## config.mk

```make
export PLATFORM = sky130hd
export DESIGN_NAME = command_reply_tracker_unit
export DESIGN_NICKNAME = d
export VERILOG_FILES = /design/src/rtl/crt_pkg.sv /design/src/rtl/command_reply_tracker_unit.sv
export SDC_FILE = /design/constraint.sdc
export NUM_CORES = 2
export LEC_CHECK = 0
export BUFFER_PORTS_ARGS = -buffer_cell sky130_fd_sc_hd__buf_4
export CORE_ASPECT_RATIO = 0.6
export CORE_MARGIN = 2
export CORE_UTILIZATION = 30
export CTS_BUF_LIST = sky130_fd_sc_hd__clkbuf_8
export DETAILED_ROUTE_END_ITERATION = 10
export MAX_ROUTING_LAYER = met4
export SYNTH_ARGS = -nofsm -noshare
export SYNTH_HDL_FRONTEND = slang
export SYNTH_SLANG_ARGS = --single-unit
```

## constraint.sdc

```tcl
create_clock -name clk -period 11.3 [get_ports clk]
set_clock_uncertainty 0.15 [all_clocks]
set_input_delay 0.565 -clock clk [delete_from_list [all_inputs] [get_ports clk]]
set_output_delay 0.565 -clock clk [all_outputs]
set_load 0.005 [all_outputs]
```

## src/rtl/crt_pkg.sv

```systemverilog
package crt_pkg;

  // Request codes of an input transaction
  localparam logic [2:0] REQ_ENQUEUE = 3'd0;
  localparam logic [2:0] REQ_SENT    = 3'd1;
  localparam logic [2:0] REQ_TICK    = 3'd2;
  localparam logic [2:0] REQ_REPLY   = 3'd3;
  localparam logic [2:0] REQ_CANCEL  = 3'd4;
  localparam logic [2:0] REQ_CLEAR   = 3'd5;

  // Event codes of a result transaction
  localparam logic [2:0] EV_ACCEPTED  = 3'd0;
  localparam logic [2:0] EV_REPLIED   = 3'd1;
  localparam logic [2:0] EV_TIMEDOUT  = 3'd2;
  localparam logic [2:0] EV_CANCELLED = 3'd3;
  localparam logic [2:0] EV_NOMATCH   = 3'd4;
  localparam logic [2:0] EV_FULL      = 3'd5;

  // Descriptor values with a special meaning
  localparam logic [7:0] ANY_DESC = 8'hF1;
  localparam logic [7:0] NO_DESC  = 8'h00;

  localparam logic [31:0] BASE_TIMEOUT_RESET = 32'd1000;

endpackage

```

## src/rtl/command_reply_tracker_unit.sv

```systemverilog
// Channel   Direction  Handshake            Payload
// in_       input      in_valid/in_ready    request code, timestamp, descriptors, slot
// out_      output     out_valid/out_ready  slot, event, ack code, length, flags
// cfg_      input      cfg_valid/cfg_ready  base timeout (32 bits)
//
// A transaction is latched in the idle cycle and decoded in the next; a sequencer
// then walks the order list one entry a cycle through a single compare/remove
// path, and each result waits in the output register until taken. Sent, reply
// and cancel scan up to the matching position; a reply then emits a timeout for
// each skipped entry before its own result; tick and clear emit one result per
// removed head, and codes 6 and 7 produce none. in_ready is high only while the
// sequencer is idle. Reset (rst_n low, synchronous) empties the list and disarms
// every slot.
module command_reply_tracker_unit #(
  parameter int QUEUE_DEPTH = 8
) (
  input  logic        clk,
  input  logic        rst_n,
  input  logic        in_valid,
  output logic        in_ready,
  input  logic [2:0]  in_req_type,
  input  logic [31:0] in_now,
  input  logic [7:0]  in_desc_set,
  input  logic [7:0]  in_field_desc,
  input  logic [7:0]  in_expect_desc,
  input  logic [7:0]  in_buffer_limit,
  input  logic [31:0] in_extra_wait,
  input  logic [7:0]  in_dev_ack,
  input  logic        in_next_valid,
  input  logic [7:0]  in_next_desc,
  input  logic [7:0]  in_next_len,
  input  logic [2:0]  in_slot_in,
  output logic        out_valid,
  input  logic        out_ready,
  output logic [2:0]  out_slot_out,
  output logic [2:0]  out_event_res,
  output logic [7:0]  out_reply_code,
  output logic [7:0]  out_resp_len,
  output logic        out_used_next,
  output logic        out_last,
  input  logic        cfg_valid,
  output logic        cfg_ready,
  input  logic [31:0] cfg_data
);

  localparam int SW = (QUEUE_DEPTH > 1) ? $clog2(QUEUE_DEPTH) : 1;
  localparam int CW = $clog2(QUEUE_DEPTH + 1);

  typedef enum logic [2:0] {
    S_IDLE, S_DECODE, S_SCAN, S_REPLY, S_TICK, S_CLEAR, S_EMIT
  } state_t;

  state_t state_r, state_nxt, ret_r;

  // Latched request
  logic [2:0]  req_r;
  logic [31:0] now_r, extra_r;
  logic [7:0]  dset_r, dfield_r, expect_r, limit_r, ack_r, ndesc_r, nlen_r;
  logic        nvalid_r;
  logic [2:0]  sin_r;

  // Order list and slot stores
  logic [SW-1:0] order_r [QUEUE_DEPTH];
  logic [CW-1:0] count_r;
  logic [QUEUE_DEPTH-1:0] in_list_r, armed_r;
  logic [7:0]  set_r [QUEUE_DEPTH];
  logic [7:0]  field_r [QUEUE_DEPTH];
  logic [7:0]  sexp_r [QUEUE_DEPTH];
  logic [7:0]  slim_r [QUEUE_DEPTH];
  logic [31:0] sextra_r [QUEUE_DEPTH];
  logic [31:0] dl_r [QUEUE_DEPTH];
  logic [7:0]  stale_set_r, stale_field_r;
  logic [31:0] base_r;

  logic [CW-1:0] idx_r, hit_r;

  // Output register
  logic        ov_r, olast_r, oused_r;
  logic [2:0]  oslot_r, oev_r;
  logic [7:0]  ocode_r, olen_r;

  // Combinational helpers
  logic [SW-1:0] free_s, cur_s, h0, h1;
  logic [SW+2:0] sin_ext, cur_ext, h0_ext;
  logic [31:0]   d0, d1, deadline;
  logic          exp0, exp1, rm_en;
  logic [CW-1:0] rm_pos;
  logic [7:0]    rlen;
  logic          rused;

  // Pick lowest free slot
  always_comb begin
    free_s = '0;
    for (int j = QUEUE_DEPTH - 1; j >= 0; j--) begin
      if (!in_list_r[j]) free_s = SW'(j);
    end
  end

  assign cur_s   = order_r[idx_r[SW-1:0]];
  assign h0      = order_r[0];
  assign h1      = order_r[(QUEUE_DEPTH > 1) ? 1 : 0];
  assign sin_ext = {{SW{1'b0}}, sin_r};
  assign cur_ext = {3'b000, cur_s};
  assign h0_ext  = {3'b000, h0};

  // Wrap-aware expiry of the first two heads
  assign d0   = now_r - dl_r[h0];
  assign d1   = now_r - dl_r[h1];
  assign exp0 = (count_r != '0) && armed_r[h0] && (d0 != '0) && !d0[31];
  assign exp1 = (count_r > CW'(1)) && armed_r[h1] && (d1 != '0) && !d1[31];

  assign deadline = now_r + base_r + sextra_r[cur_s];

  // Response length of the reply at the head
  always_comb begin
    rlen  = '0;
    rused = 1'b0;
    if (sexp_r[h0] != crt_pkg::NO_DESC && ack_r == 8'd0 && nvalid_r &&
        (sexp_r[h0] == crt_pkg::ANY_DESC || ndesc_r == sexp_r[h0])) begin
      rlen  = nlen_r;
      rused = 1'b1;
    end
    if (rlen > slim_r[h0]) rlen = slim_r[h0];
  end

  // Removal request for the order list
  always_comb begin
    rm_en  = 1'b0;
    rm_pos = '0;
    unique case (state_r)
      S_SCAN: begin
        if (idx_r != count_r && req_r == crt_pkg::REQ_CANCEL &&
            cur_ext == sin_ext) begin
          rm_en  = 1'b1;
          rm_pos = idx_r;
        end
      end
      S_REPLY, S_CLEAR: rm_en = 1'b1;
      S_TICK:           rm_en = exp0;
      default:          rm_en = 1'b0;
    endcase
  end

  // Sequencer next state
  always_comb begin
    state_nxt = state_r;
    unique case (state_r)
      S_IDLE:   if (in_valid) state_nxt = S_DECODE;
      S_DECODE: begin
        unique case (req_r) inside
          crt_pkg::REQ_ENQUEUE: state_nxt = S_EMIT;
          crt_pkg::REQ_SENT, crt_pkg::REQ_REPLY, crt_pkg::REQ_CANCEL:
            state_nxt = S_SCAN;
          crt_pkg::REQ_TICK:  state_nxt = S_TICK;
          crt_pkg::REQ_CLEAR: state_nxt = (count_r == '0) ? S_IDLE : S_CLEAR;
          default:            state_nxt = S_IDLE;
        endcase
      end
      S_SCAN: begin
        if (idx_r == count_r) state_nxt = S_EMIT;
        else if (req_r == crt_pkg::REQ_SENT && !armed_r[cur_s]) state_nxt = S_EMIT;
        else if (req_r == crt_pkg::REQ_CANCEL && cur_ext == sin_ext) state_nxt = S_EMIT;
        else if (req_r == crt_pkg::REQ_REPLY && set_r[cur_s] == dset_r &&
                 field_r[cur_s] == dfield_r) begin
          state_nxt = (stale_set_r == dset_r && stale_field_r == dfield_r &&
                       idx_r != '0) ? S_EMIT : S_REPLY;
        end
      end
      S_REPLY, S_CLEAR: state_nxt = S_EMIT;
      S_TICK:           state_nxt = exp0 ? S_EMIT : S_IDLE;
      S_EMIT:           if (out_ready) state_nxt = olast_r ? S_IDLE : ret_r;
      default:          state_nxt = S_IDLE;
    endcase
  end

  always_ff @(posedge clk) begin
    if (!rst_n) begin
      state_r       <= S_IDLE;
      ret_r         <= S_IDLE;
      count_r       <= '0;
      in_list_r     <= '0;
      armed_r       <= '0;
      stale_set_r   <= crt_pkg::NO_DESC;
      stale_field_r <= crt_pkg::NO_DESC;
      base_r        <= crt_pkg::BASE_TIMEOUT_RESET;
      ov_r          <= 1'b0;
      idx_r         <= '0;
      hit_r         <= '0;
    end else begin
      state_r <= state_nxt;
      if (cfg_valid) base_r <= cfg_data;

      // Latch the transaction
      if (state_r == S_IDLE && in_valid) begin
        req_r    <= in_req_type;
        now_r    <= in_now;
        dset_r   <= in_desc_set;
        dfield_r <= in_field_desc;
        expect_r <= in_expect_desc;
        limit_r  <= in_buffer_limit;
        extra_r  <= in_extra_wait;
        ack_r    <= in_dev_ack;
        nvalid_r <= in_next_valid;
        ndesc_r  <= in_next_desc;
        nlen_r   <= in_next_len;
        sin_r    <= in_slot_in;
        idx_r    <= '0;
      end

      // Drop one entry from the order list
      if (rm_en) begin
        for (int j = 0; j < QUEUE_DEPTH - 1; j++) begin
          if (CW'(j) >= rm_pos) order_r[j] <= order_r[j + 1];
        end
        count_r <= count_r - CW'(1);
        if (state_r == S_SCAN) begin
          in_list_r[cur_s] <= 1'b0;
          armed_r[cur_s]   <= 1'b0;
        end else begin
          in_list_r[h0] <= 1'b0;
          armed_r[h0]   <= 1'b0;
        end
      end

      // Default result fields
      if (state_r != S_EMIT && state_nxt == S_EMIT) begin
        ov_r    <= 1'b1;
        olast_r <= 1'b1;
        oslot_r <= 3'd0;
        ocode_r <= '0;
        olen_r  <= '0;
        oused_r <= 1'b0;
        ret_r   <= state_r;
      end

      unique case (state_r)
        S_DECODE: begin
          if (req_r == crt_pkg::REQ_ENQUEUE) begin
            if (count_r >= CW'(QUEUE_DEPTH)) begin
              oev_r <= crt_pkg::EV_FULL;
            end else begin
              set_r[free_s]    <= dset_r;
              field_r[free_s]  <= dfield_r;
              sexp_r[free_s]   <= expect_r;
              slim_r[free_s]   <= limit_r;
              sextra_r[free_s] <= extra_r;
              dl_r[free_s]     <= '0;
              armed_r[free_s]  <= 1'b0;
              in_list_r[free_s] <= 1'b1;
              order_r[count_r[SW-1:0]] <= free_s;
              count_r <= count_r + CW'(1);
              oslot_r <= 3'({3'b000, free_s});
              oev_r   <= crt_pkg::EV_ACCEPTED;
            end
          end
        end
        S_SCAN: begin
          if (idx_r == count_r) begin
            oev_r <= crt_pkg::EV_NOMATCH;
            if (req_r == crt_pkg::REQ_CANCEL) oslot_r <= sin_r;
          end else if (state_nxt == S_EMIT) begin
            if (req_r == crt_pkg::REQ_SENT) begin
              dl_r[cur_s]    <= deadline;
              armed_r[cur_s] <= 1'b1;
              oslot_r        <= cur_ext[2:0];
              oev_r          <= crt_pkg::EV_ACCEPTED;
            end else if (req_r == crt_pkg::REQ_CANCEL) begin
              oslot_r <= sin_r;
              oev_r   <= crt_pkg::EV_CANCELLED;
            end else begin
              oev_r <= crt_pkg::EV_NOMATCH;
            end
          end else if (state_nxt == S_REPLY) begin
            hit_r <= idx_r;
          end else begin
            idx_r <= idx_r + CW'(1);
          end
        end
        S_REPLY: begin
          oslot_r <= h0_ext[2:0];
          if (hit_r != '0) begin
            hit_r   <= hit_r - CW'(1);
            oev_r   <= crt_pkg::EV_TIMEDOUT;
            olast_r <= 1'b0;
          end else begin
            oev_r   <= crt_pkg::EV_REPLIED;
            ocode_r <= ack_r;
            olen_r  <= rlen;
            oused_r <= rused;
          end
        end
        S_TICK: begin
          if (exp0) begin
            stale_set_r   <= set_r[h0];
            stale_field_r <= field_r[h0];
            oslot_r       <= h0_ext[2:0];
            oev_r         <= crt_pkg::EV_TIMEDOUT;
            olast_r       <= !exp1;
          end
        end
        S_CLEAR: begin
          oslot_r <= h0_ext[2:0];
          oev_r   <= crt_pkg::EV_CANCELLED;
          olast_r <= (count_r == CW'(1));
        end
        S_EMIT: if (out_ready) ov_r <= 1'b0;
        default: ;
      endcase
    end
  end

  assign in_ready       = (state_r == S_IDLE);
  assign cfg_ready      = 1'b1;
  assign out_valid      = ov_r;
  assign out_slot_out   = oslot_r;
  assign out_event_res  = oev_r;
  assign out_reply_code = ocode_r;
  assign out_resp_len   = olen_r;
  assign out_used_next  = oused_r;
  assign out_last       = olast_r;

endmodule

```

==> results_tabular.tex, run 1 <==
\begin{tabular}{lr}
\hline
Metric & Value \\
\hline
\multicolumn{2}{l}{\textbf{Run status}} \\
Run status & finished, final reports clean \\
\multicolumn{2}{l}{\textbf{Logic synthesis}} \\
Synthesized instance count & 3474 \\
Top post-synthesis cells by area & edfxtp\_1 (60\%), dfxtp\_1 (3.5\%), mux4\_2 (3.4\%) \\
Fraction of post-synthesis cell area in the top cell type by area & 59.5\% \\
Portion of the post-synthesis area used by sequential elements & 63.0\% \\
Async SR Flop Fraction & 0\% \\
Post-synthesis cell type count & 92 \\
Avg Cell Area, Syn & 13.7 µm² \\
Yosys warning total & 0 \\
Post-Synthesis Cell Area & 47600 µm² \\
Number of storage elements in the synthesis netlist & 1026 \\
Leading register cell type out of synthesis & edfxtp\_1 \\
Net count after synthesis & 3778 \\
Cell with the most instances after synthesis & edfxtp\_1 \\
Number of enable flip-flop cells after synthesis & 943 \\
Leading post-synthesis cells by instance count & edfxtp\_1 (943), nand2\_1 (243), nor2\_1 (212) \\
Yosys top cell by area & edfxtp\_1 \\
\multicolumn{2}{l}{\textbf{Floorplan}} \\
Initial core utilization & 30.1\% \\
Core Footprint & 158000 µm² \\
Die extent in y & 312 µm \\
Die X-Extent & 518 µm \\
Boundary pin count & 191 \\
Row count & 113 \\
Area enclosed by the die boundary & 162000 µm² \\
\multicolumn{2}{l}{\textbf{Power and ir drop}} \\
Leakage & 19.8 nW \\
Internal power & 5.94 mW \\
Switching power & 2.11 mW \\
Power Dens Cells & 143 nW/µm² \\
Worst ir drop on vdd & 0.116 mV \\
Part of the total power dissipated in the clock network & 38.0\% \\
Power share of the combinational group & 9.0\% \\
Net switching share of the total power & 26.2\% \\
Sequential fraction of design power & 53.0\% \\
Design Power & 8.05 mW \\
\multicolumn{2}{l}{\textbf{STA}} \\
Count of endpoints failing setup in the final report & 0 \\
Pin slew with the least headroom to its limit & 1.13 ns \\
Setup repair after global routing missed its margin & false \\
Final slew viol count & 0 \\
Final hold viol count & 0 \\
Setup Total Neg Slack & 0 ns \\
Fin crit period & 8.30 ns \\
Worst slew margin relative to its limit & 24.1\% \\
Tcrit/Tclk final & 73.5\% \\
Highest clock frequency the design can meet & 120 MHz \\
\multicolumn{2}{l}{\textbf{Setup path}} \\
Required @ worst endpoint & 11.69 ns \\
Crit-path max FO & 26 \\
Category of the most critical setup path & flop to flop \\
WP data arrival & 8.69 ns \\
CP endpoint kind & flop \\
Crit start category & flop \\
\multicolumn{2}{l}{\textbf{Global route}} \\
Vias in the first global route & 32400 \\
Global-route usage over all layers & 20.0\% \\
Antenna violations before repair & 8 \\
Total global routing overflow & 0 \\
Wire length of the first global-routing pass & 231000 µm \\
Maximum number of pins on one net before global-route repair & 65 \\
\multicolumn{2}{l}{\textbf{CTS}} \\
Maximum level of the CTS H-tree & 4 \\
Post-CTS Hold Buffers & 168 \\
Later-pin clock latency in the skew report & 0.94 ns \\
Post-CTS setup repair buffer count & 0 \\
Clock sink count & 1026 \\
Clock Tree Root & clkbuf\_8 \\
Total CTS buffers & 156 \\
Clock-pin slew on the worst setup and hold paths & 0.06 ns \\
Number of buffers on the longest clock path & 3 \\
Clock tree from TritonCTS & yes \\
Number of instances resized during post-cts repair & 0 \\
\multicolumn{2}{l}{\textbf{Run}} \\
MaxCap Viol Count & 0 \\
\multicolumn{2}{l}{\textbf{Routing}} \\
DR vias/cell & 5.57 \\
Detailed Route Iter0 Violations & 4572 \\
Number of detailed-routing iterations run before antenna repair & 6 \\
Total Routed Length & 162000 µm \\
Final ANT Viol Nets & 0 \\
Final routed DRC violation total & 0 \\
Via count & 34200 \\
Routed length per placed instance & 26.4 µm \\
\multicolumn{2}{l}{\textbf{Placed design}} \\
Detailed placement HPWL & 106000 µm \\
Placed Area & 51700 µm² \\
Placer congestion estimate & 0.997 \\
I/O Buffers & 189 \\
\multicolumn{2}{l}{\textbf{Finish}} \\
Final core area utilization & 35.8\% \\
Cell area after layout & 56500 µm² \\
Fillcell total & 15200 \\
Share of post-route cells with drive strength above 1 & 15.2\% \\
Area growth from synthesis to layout & 18.7\% \\
Net count of the finished layout & 4184 \\
\multicolumn{2}{l}{\textbf{Worst hold path}} \\
Hold crit path type & primary input to flop \\
\hline
\end{tabular}
==> through the flow <==
stage | std cells | hold WS [ns] | setup slack (ns)
after global routing | 6137 | 0.0831 | 2.77
after CTS | 6133 | 0.0474 | 3.25
after global placement | 5681 | 0.306 | 3.49
after detailed placement | 5681 | 0.331 | 3.32
final | 6139 | 0.0608 | 3.00
after floorplan | 3474 | 0.292 | 3.48
==> registers in the layout, summed over array words and instances, names as in the netlist, 8 cells and up <==
signal / count
ack_r: 8
armed_r: 8
base_r: 32
dfield_r: 8
dl_r: 256
dset_r: 8
expect_r: 8
extra_r: 32
field_r: 64
in_list_r: 8
limit_r: 8
ndesc_r: 8
nlen_r: 8
now_r: 32
order_r: 24
out_reply_code: 8
out_resp_len: 8
set_r: 64
sexp_r: 64
sextra_r: 256
slim_r: 64
stale_field_r: 8
stale_set_r: 8
==> power by group through the flow <==
stage | Combinational, mW | Sequential, mW | Clock [mW]
2_1_floorplan | 0.375 | 4.30 | 0
3_3_place_gp | 0.649 | 4.34 | 0
3_5_place_dp | 0.644 | 4.34 | 0
4_1_cts | 0.697 | 4.26 | 3.12
5_1_grt | 0.768 | 4.27 | 3.28
6_report | 0.721 | 4.27 | 3.06
==> path summary, 6_finish.rpt <==
check,end,from,slack [ns],depth (start not counted)
setup reg to reg,dl_r[2][24],idx_r[1],3.00,20
hold / removal,base_r[30],cfg_valid,0.06,3
hold reg to reg,out_valid,out_valid,0.34,2
setup / recovery,dl_r[2][24],idx_r[1],3.00,20
==> critical path: stages (launching register included) <==
cell	delay [ns]
dfxtp_1	0.69
mux4_2	0.39
mux2_2	0.78
nand2_1	0.56
nor2_2	0.54
buf_4	0.36
a22oi_1	0.10
nand4_1	0.13
fa_1	0.42
ha_1	0.33
a21o_1	0.21
a2111oi_0	0.71
o31ai_1	0.25
o31a_1	0.34
a21oi_1	0.22
o21ai_0	0.10
o211ai_1	0.15
a21oi_1	0.16
a21oi_1	0.20
xor2_1	0.78
nor2_1	0.30
==> layout by cell type (no fill, tap or decap), types with 83 or more instances in the layout <==
cell type        n
edfxtp_1       943
nor2_1         198
clkbuf_8       160
o21ai_0        123
a22oi_1        211
buf_4          262
dlygate4sd3_1  168
dfxtp_1         83
nand2_1        243
mux2i_1        127
a21oi_1        145
ha_1           106
inv_1          122
==> area by class of cell <==
type                            instances  area [µm²]  share of cell area, %
Multi-Input combinational cell       2202       16800                   29.8
Antenna cell                            6        15.0                 0.0266
Sequential cell                      1026       30000                   53.1
Clock buffer                          160        2200                   3.90
Tap cell                             2127        2660                   4.71
Timing Repair Buffer                  432        3690                   6.53
Inverter                               62         235                  0.417
Clock inverter                        124         847                   1.50
==> cells by family (layout without fill, tap and decap cells) <==
group	after synthesis	after routing	share of synthesized area (%)
other cells	1	7	0.00788
fa+ha+maj	140	140	4.22
xor+xnor	99	99	1.82
flops	1026	1026	63.0
buf+inv	246	778	2.11
compound gates	914	914	13.8
simple gates	832	832	8.50
mux	216	216	6.52
==> metal layers <==
metal / vias to the layer above / track usage (%) / routed length (µm) / part of all wire (%)
li1: 14700 / - / - / -
met1: 17100 / 29.5 / 72800 / 45
met2: 2197 / 25.9 / 64400 / 40
met3: 249 / 6.34 / 20900 / 13
met4: 0 / 5.36 / 3930 / 2.4
met5: - / - / 0 / 0
(Power assumes the default switching activity.)
==> run 2, diff against run 1 <==
--- a/config.mk
+++ b/config.mk
@@ -5,6 +5,7 @@
 export SDC_FILE = /design/constraint.sdc
 export NUM_CORES = 2
 export LEC_CHECK = 0
+export ABC_AREA = 1
 export BUFFER_PORTS_ARGS = -buffer_cell sky130_fd_sc_hd__buf_4
 export CORE_ASPECT_RATIO = 0.6
 export CORE_MARGIN = 2
==> constraint.sdc (replaced) <==
create_clock -name clk -period 7.64 [get_ports clk]
set_clock_uncertainty 0.15 [all_clocks]
set_input_delay 0.382 -clock clk [delete_from_list [all_inputs] [get_ports clk]]
set_output_delay 0.382 -clock clk [all_outputs]
set_load 0.005 [all_outputs]
==> run 2 against run 1 <==
Against the previous run:
- power increased by 70%
- area after synthesis increased by 2.3%
- fmax increased by 16%
- sequential power up 51%
- routed wire length rose by 2.9%
- design area up 4.1%
- final cell count is 20% higher
- setup slack lost 2.5 ns
- synthesized cell count grew 31%
- largest power group unchanged
==> results_tabular.tex, run 2 <==
\begin{tabular}{lr}
\hline
Metric & Value \\
\hline
\multicolumn{2}{l}{\textbf{Logic synthesis}} \\
Cell with the most instances after synthesis & edfxtp\_1 \\
Net count after synthesis & 4843 \\
Yosys warning total & 0 \\
Leading register cell type out of synthesis & edfxtp\_1 \\
Leading post-synthesis cells by instance count & edfxtp\_1 (943), nand2\_1 (879), inv\_1 (429) \\
Avg Cell Area, Syn & 10.7 µm² \\
Async SR Flop Fraction & 0\% \\
Number of storage elements in the synthesis netlist & 1026 \\
Yosys top cell by area & edfxtp\_1 \\
Portion of the post-synthesis area used by sequential elements & 61.6\% \\
Top post-synthesis cells by area & edfxtp\_1 (58\%), nand2\_1 (6.8\%), o21ai\_0 (4.1\%) \\
Synthesized instance count & 4539 \\
Fraction of post-synthesis cell area in the top cell type by area & 58.2\% \\
Number of enable flip-flop cells after synthesis & 943 \\
Post-Synthesis Cell Area & 48700 µm² \\
Post-synthesis cell type count & 64 \\
\multicolumn{2}{l}{\textbf{Routing}} \\
Total Routed Length & 167000 µm \\
DR vias/cell & 5.23 \\
Number of detailed-routing iterations run before antenna repair & 6 \\
M1 wire length & 75900 µm \\
Final ANT Viol Nets & 0 \\
Via count & 38500 \\
Met2 wire length & 67900 µm \\
Met3 wire length & 19100 µm \\
Detailed Route Iter0 Violations & 4834 \\
Uppermost layer routed & met4 \\
Final routed DRC violation total & 0 \\
Routed length per placed instance & 22.6 µm \\
\multicolumn{2}{l}{\textbf{STA}} \\
Count of endpoints failing setup in the final report & 0 \\
Pin slew with the least headroom to its limit & 1.18 ns \\
Worst slew margin relative to its limit & 21.7\% \\
Min Hold Slack & 0.0708 ns \\
Setup Total Neg Slack & 0 ns \\
Final hold viol count & 0 \\
Fin crit period & 7.17 ns \\
Highest clock frequency the design can meet & 139 MHz \\
Final slew viol count & 0 \\
Tcrit/Tclk final & 93.8\% \\
Final Worst Setup Slack & 0.471 ns \\
Setup repair after global routing missed its margin & false \\
\multicolumn{2}{l}{\textbf{Setup path}} \\
Reg2Reg Launch Point & idx\_r[0] \\
WP data arrival & 7.70 ns \\
Peak per-stage delay on the critical path & 0.50 ns \\
Crit-path max FO & 19 \\
CP endpoint kind & flop \\
Crit start category & flop \\
Family with the most delay on the worst path & compound AO/OA/AOI/OAI gates \\
Buf/Inv on CP & 3 \\
Category of the most critical setup path & flop to flop \\
Required @ worst endpoint & 8.17 ns \\
Reg2Reg Depth & 31 \\
R2R Path End & dl\_r[6][31] \\
Cell with the largest stage delay on the worst path & fa\_1 \\
Reg-to-reg slack, setup & 0.47 ns \\
\multicolumn{2}{l}{\textbf{Finish}} \\
Cell area after layout & 58700 µm² \\
FF+latch area & 30000 µm² \\
Largest registers in the final layout & dl\_r x256, sextra\_r x256 \\
Area of combinational cells with multiple inputs & 16300 µm² \\
Most frequent cells in the layout & edfxtp\_1 (943), nand2\_1 (879), inv\_1 (472), o21ai\_0 (397), nor2\_1 (327) \\
Net count of the finished layout & 5386 \\
Fillcell total & 15700 \\
Area growth from synthesis to layout & 20.7\% \\
Most common library cell in the layout ignoring fill and taps & edfxtp\_1 \\
Share of post-route cells with drive strength above 1 & 11.3\% \\
\multicolumn{2}{l}{\textbf{Power and ir drop}} \\
Sequential fraction of design power & 47.1\% \\
Leakage & 22.3 nW \\
Part of the total power dissipated in the clock network & 33.8\% \\
Design Power & 13.7 mW \\
Worst ir drop on vdd & 0.187 mV \\
Switching power & 4.24 mW \\
Net switching share of the total power & 31.0\% \\
Internal power & 9.43 mW \\
Power share of the combinational group & 19.1\% \\
Power Dens Cells & 233 nW/µm² \\
\multicolumn{2}{l}{\textbf{CTS}} \\
Number of buffers on the longest clock path & 3 \\
Post-CTS setup repair buffer count & 0 \\
Clock sink count & 1026 \\
Total CTS buffers & 159 \\
Clock Tree Root & clkbuf\_8 \\
Maximum level of the CTS H-tree & 4 \\
Clock tree from TritonCTS & yes \\
Later-pin clock latency in the skew report & 0.92 ns \\
Clock-pin slew on the worst setup and hold paths & 0.07 ns \\
\multicolumn{2}{l}{\textbf{Run status}} \\
Run status & finished, final reports clean \\
\multicolumn{2}{l}{\textbf{Global route}} \\
Antenna violations before repair & 5 \\
Vias in the first global route & 36300 \\
Global-route usage over all layers & 20.4\% \\
Total global routing overflow & 0 \\
Wire length of the first global-routing pass & 243000 µm \\
Maximum number of pins on one net before global-route repair & 89 \\
\multicolumn{2}{l}{\textbf{Placed design}} \\
I/O Buffers & 189 \\
Placer congestion estimate & 1.01 \\
Detailed placement HPWL & 109000 µm \\
Placed Area & 52800 µm² \\
Worst setup slack before clock tree synthesis & 0.328 ns \\
\multicolumn{2}{l}{\textbf{Floorplan}} \\
Area enclosed by the die boundary & 166000 µm² \\
Initial core utilization & 30.2\% \\
Die extent in y & 316 µm \\
Die X-Extent & 524 µm \\
Row count & 114 \\
Core Footprint & 161000 µm² \\
Boundary pin count & 191 \\
\multicolumn{2}{l}{\textbf{Worst hold path}} \\
Worst min-delay path endpoint & sin\_r[2] \\
Hold crit path type & primary input to flop \\
Hold depth & 2 \\
Worst Min Path Start & in\_slot\_in[2] \\
\multicolumn{2}{l}{\textbf{Run}} \\
MaxCap Viol Count & 0 \\
\hline
\end{tabular}
## run 2: cell count changes in the layout (fill, tap and decap cells not counted), moves of 57 or more
cell	before	now
and3_1	58	1
a221oi_1	72	129
nand3_1	58	157
inv_1	122	472
mux2i_1	127	0
a21oi_1	145	229
nor2_1	198	327
o21ai_0	123	397
dlygate4sd3_1	168	285
nand2_1	243	879
a22oi_1	211	51
mux4_2	72	0
## run 2: worst max path at each step
| stage | slack, ns | depth (start not counted) | endpoint | from |
|---|---|---|---|---|
| after floorplan | 0.42 | 5 | ack_r[0] | rst_n |
| after global placement | 0.46 | 30 | dl_r[3][31] | idx_r[1] |
| after detailed placement | 0.33 | 30 | dl_r[0][31] | idx_r[1] |
| after CTS | 0.27 | 30 | dl_r[6][31] | idx_r[1] |
| after global routing | 0.04 | 31 | dl_r[6][31] | idx_r[0] |
| final | 0.47 | 31 | dl_r[6][31] | idx_r[0] |
## run 2: final cells by class
type	count	share of cell area (%)
inverters	454	2.91
clock inverters	129	1.45
clock buffers	163	3.82
multi-input cells	2872	27.7
repair buffers	569	8.51
well taps	2146	4.57
diodes	7	0.0298
flip-flops and latches	1026	51.0
## run 2: metrics by stage
step / std cells / utilization, %
floorplan: 4539 / -
global placement: 6782 / 32.8
detailed placement: 6782 / 32.8
CTS: 7359 / 36.5
global route: 7363 / 36.5
finish: 7366 / 36.5
## run 2: logic make-up after synthesis
kind of cell	after synthesis	synth area share [%]
other	1	0.00771
XOR/XNOR	89	1.60
adder cells (fa/ha/maj)	140	4.12
AND/OR/NAND/NOR	1547	13.3
AO/OA/AOI/OAI	1095	14.1
flip-flops	1026	61.6
buffers and inverters	641	5.30
## run 2: worst register-to-register path, delay by kind of cell, from the launching register on
family,cells,cell delay [ns]
xor gates and xnor gates,1,0.18
buffers and inverters,3,0.43
AOI/OAI and AO/OA,9,2.36
adders and majority gates,3,1.21
and+or+nand+nor,15,2.26
DFF,1,0.37
## run 2: power by group through the flow
stage	sequential (mW)	combinational [mW]	clock (mW)
floorplan	6.48	1.55	0
global placement	6.56	2.39	0
detailed placement	6.56	2.39	0
CTS	6.44	2.53	4.72
global route	6.46	2.83	4.97
finish	6.44	2.61	4.62
## run 2: timing repair
action | 4_1_cts | 5_1_grt
hold buffers | 285 | 0
setup endpoints to repair | 0 | 65
hold endpoints to repair | 178 | 0
gates resized for setup | 0 | 6
## run 2: metal layers
metal	track usage (%)	vias up
li1	-	17400
met1	30.0	18700
met2	27.4	2154
met3	5.39	295
met4	5.16	0
met5	-	-
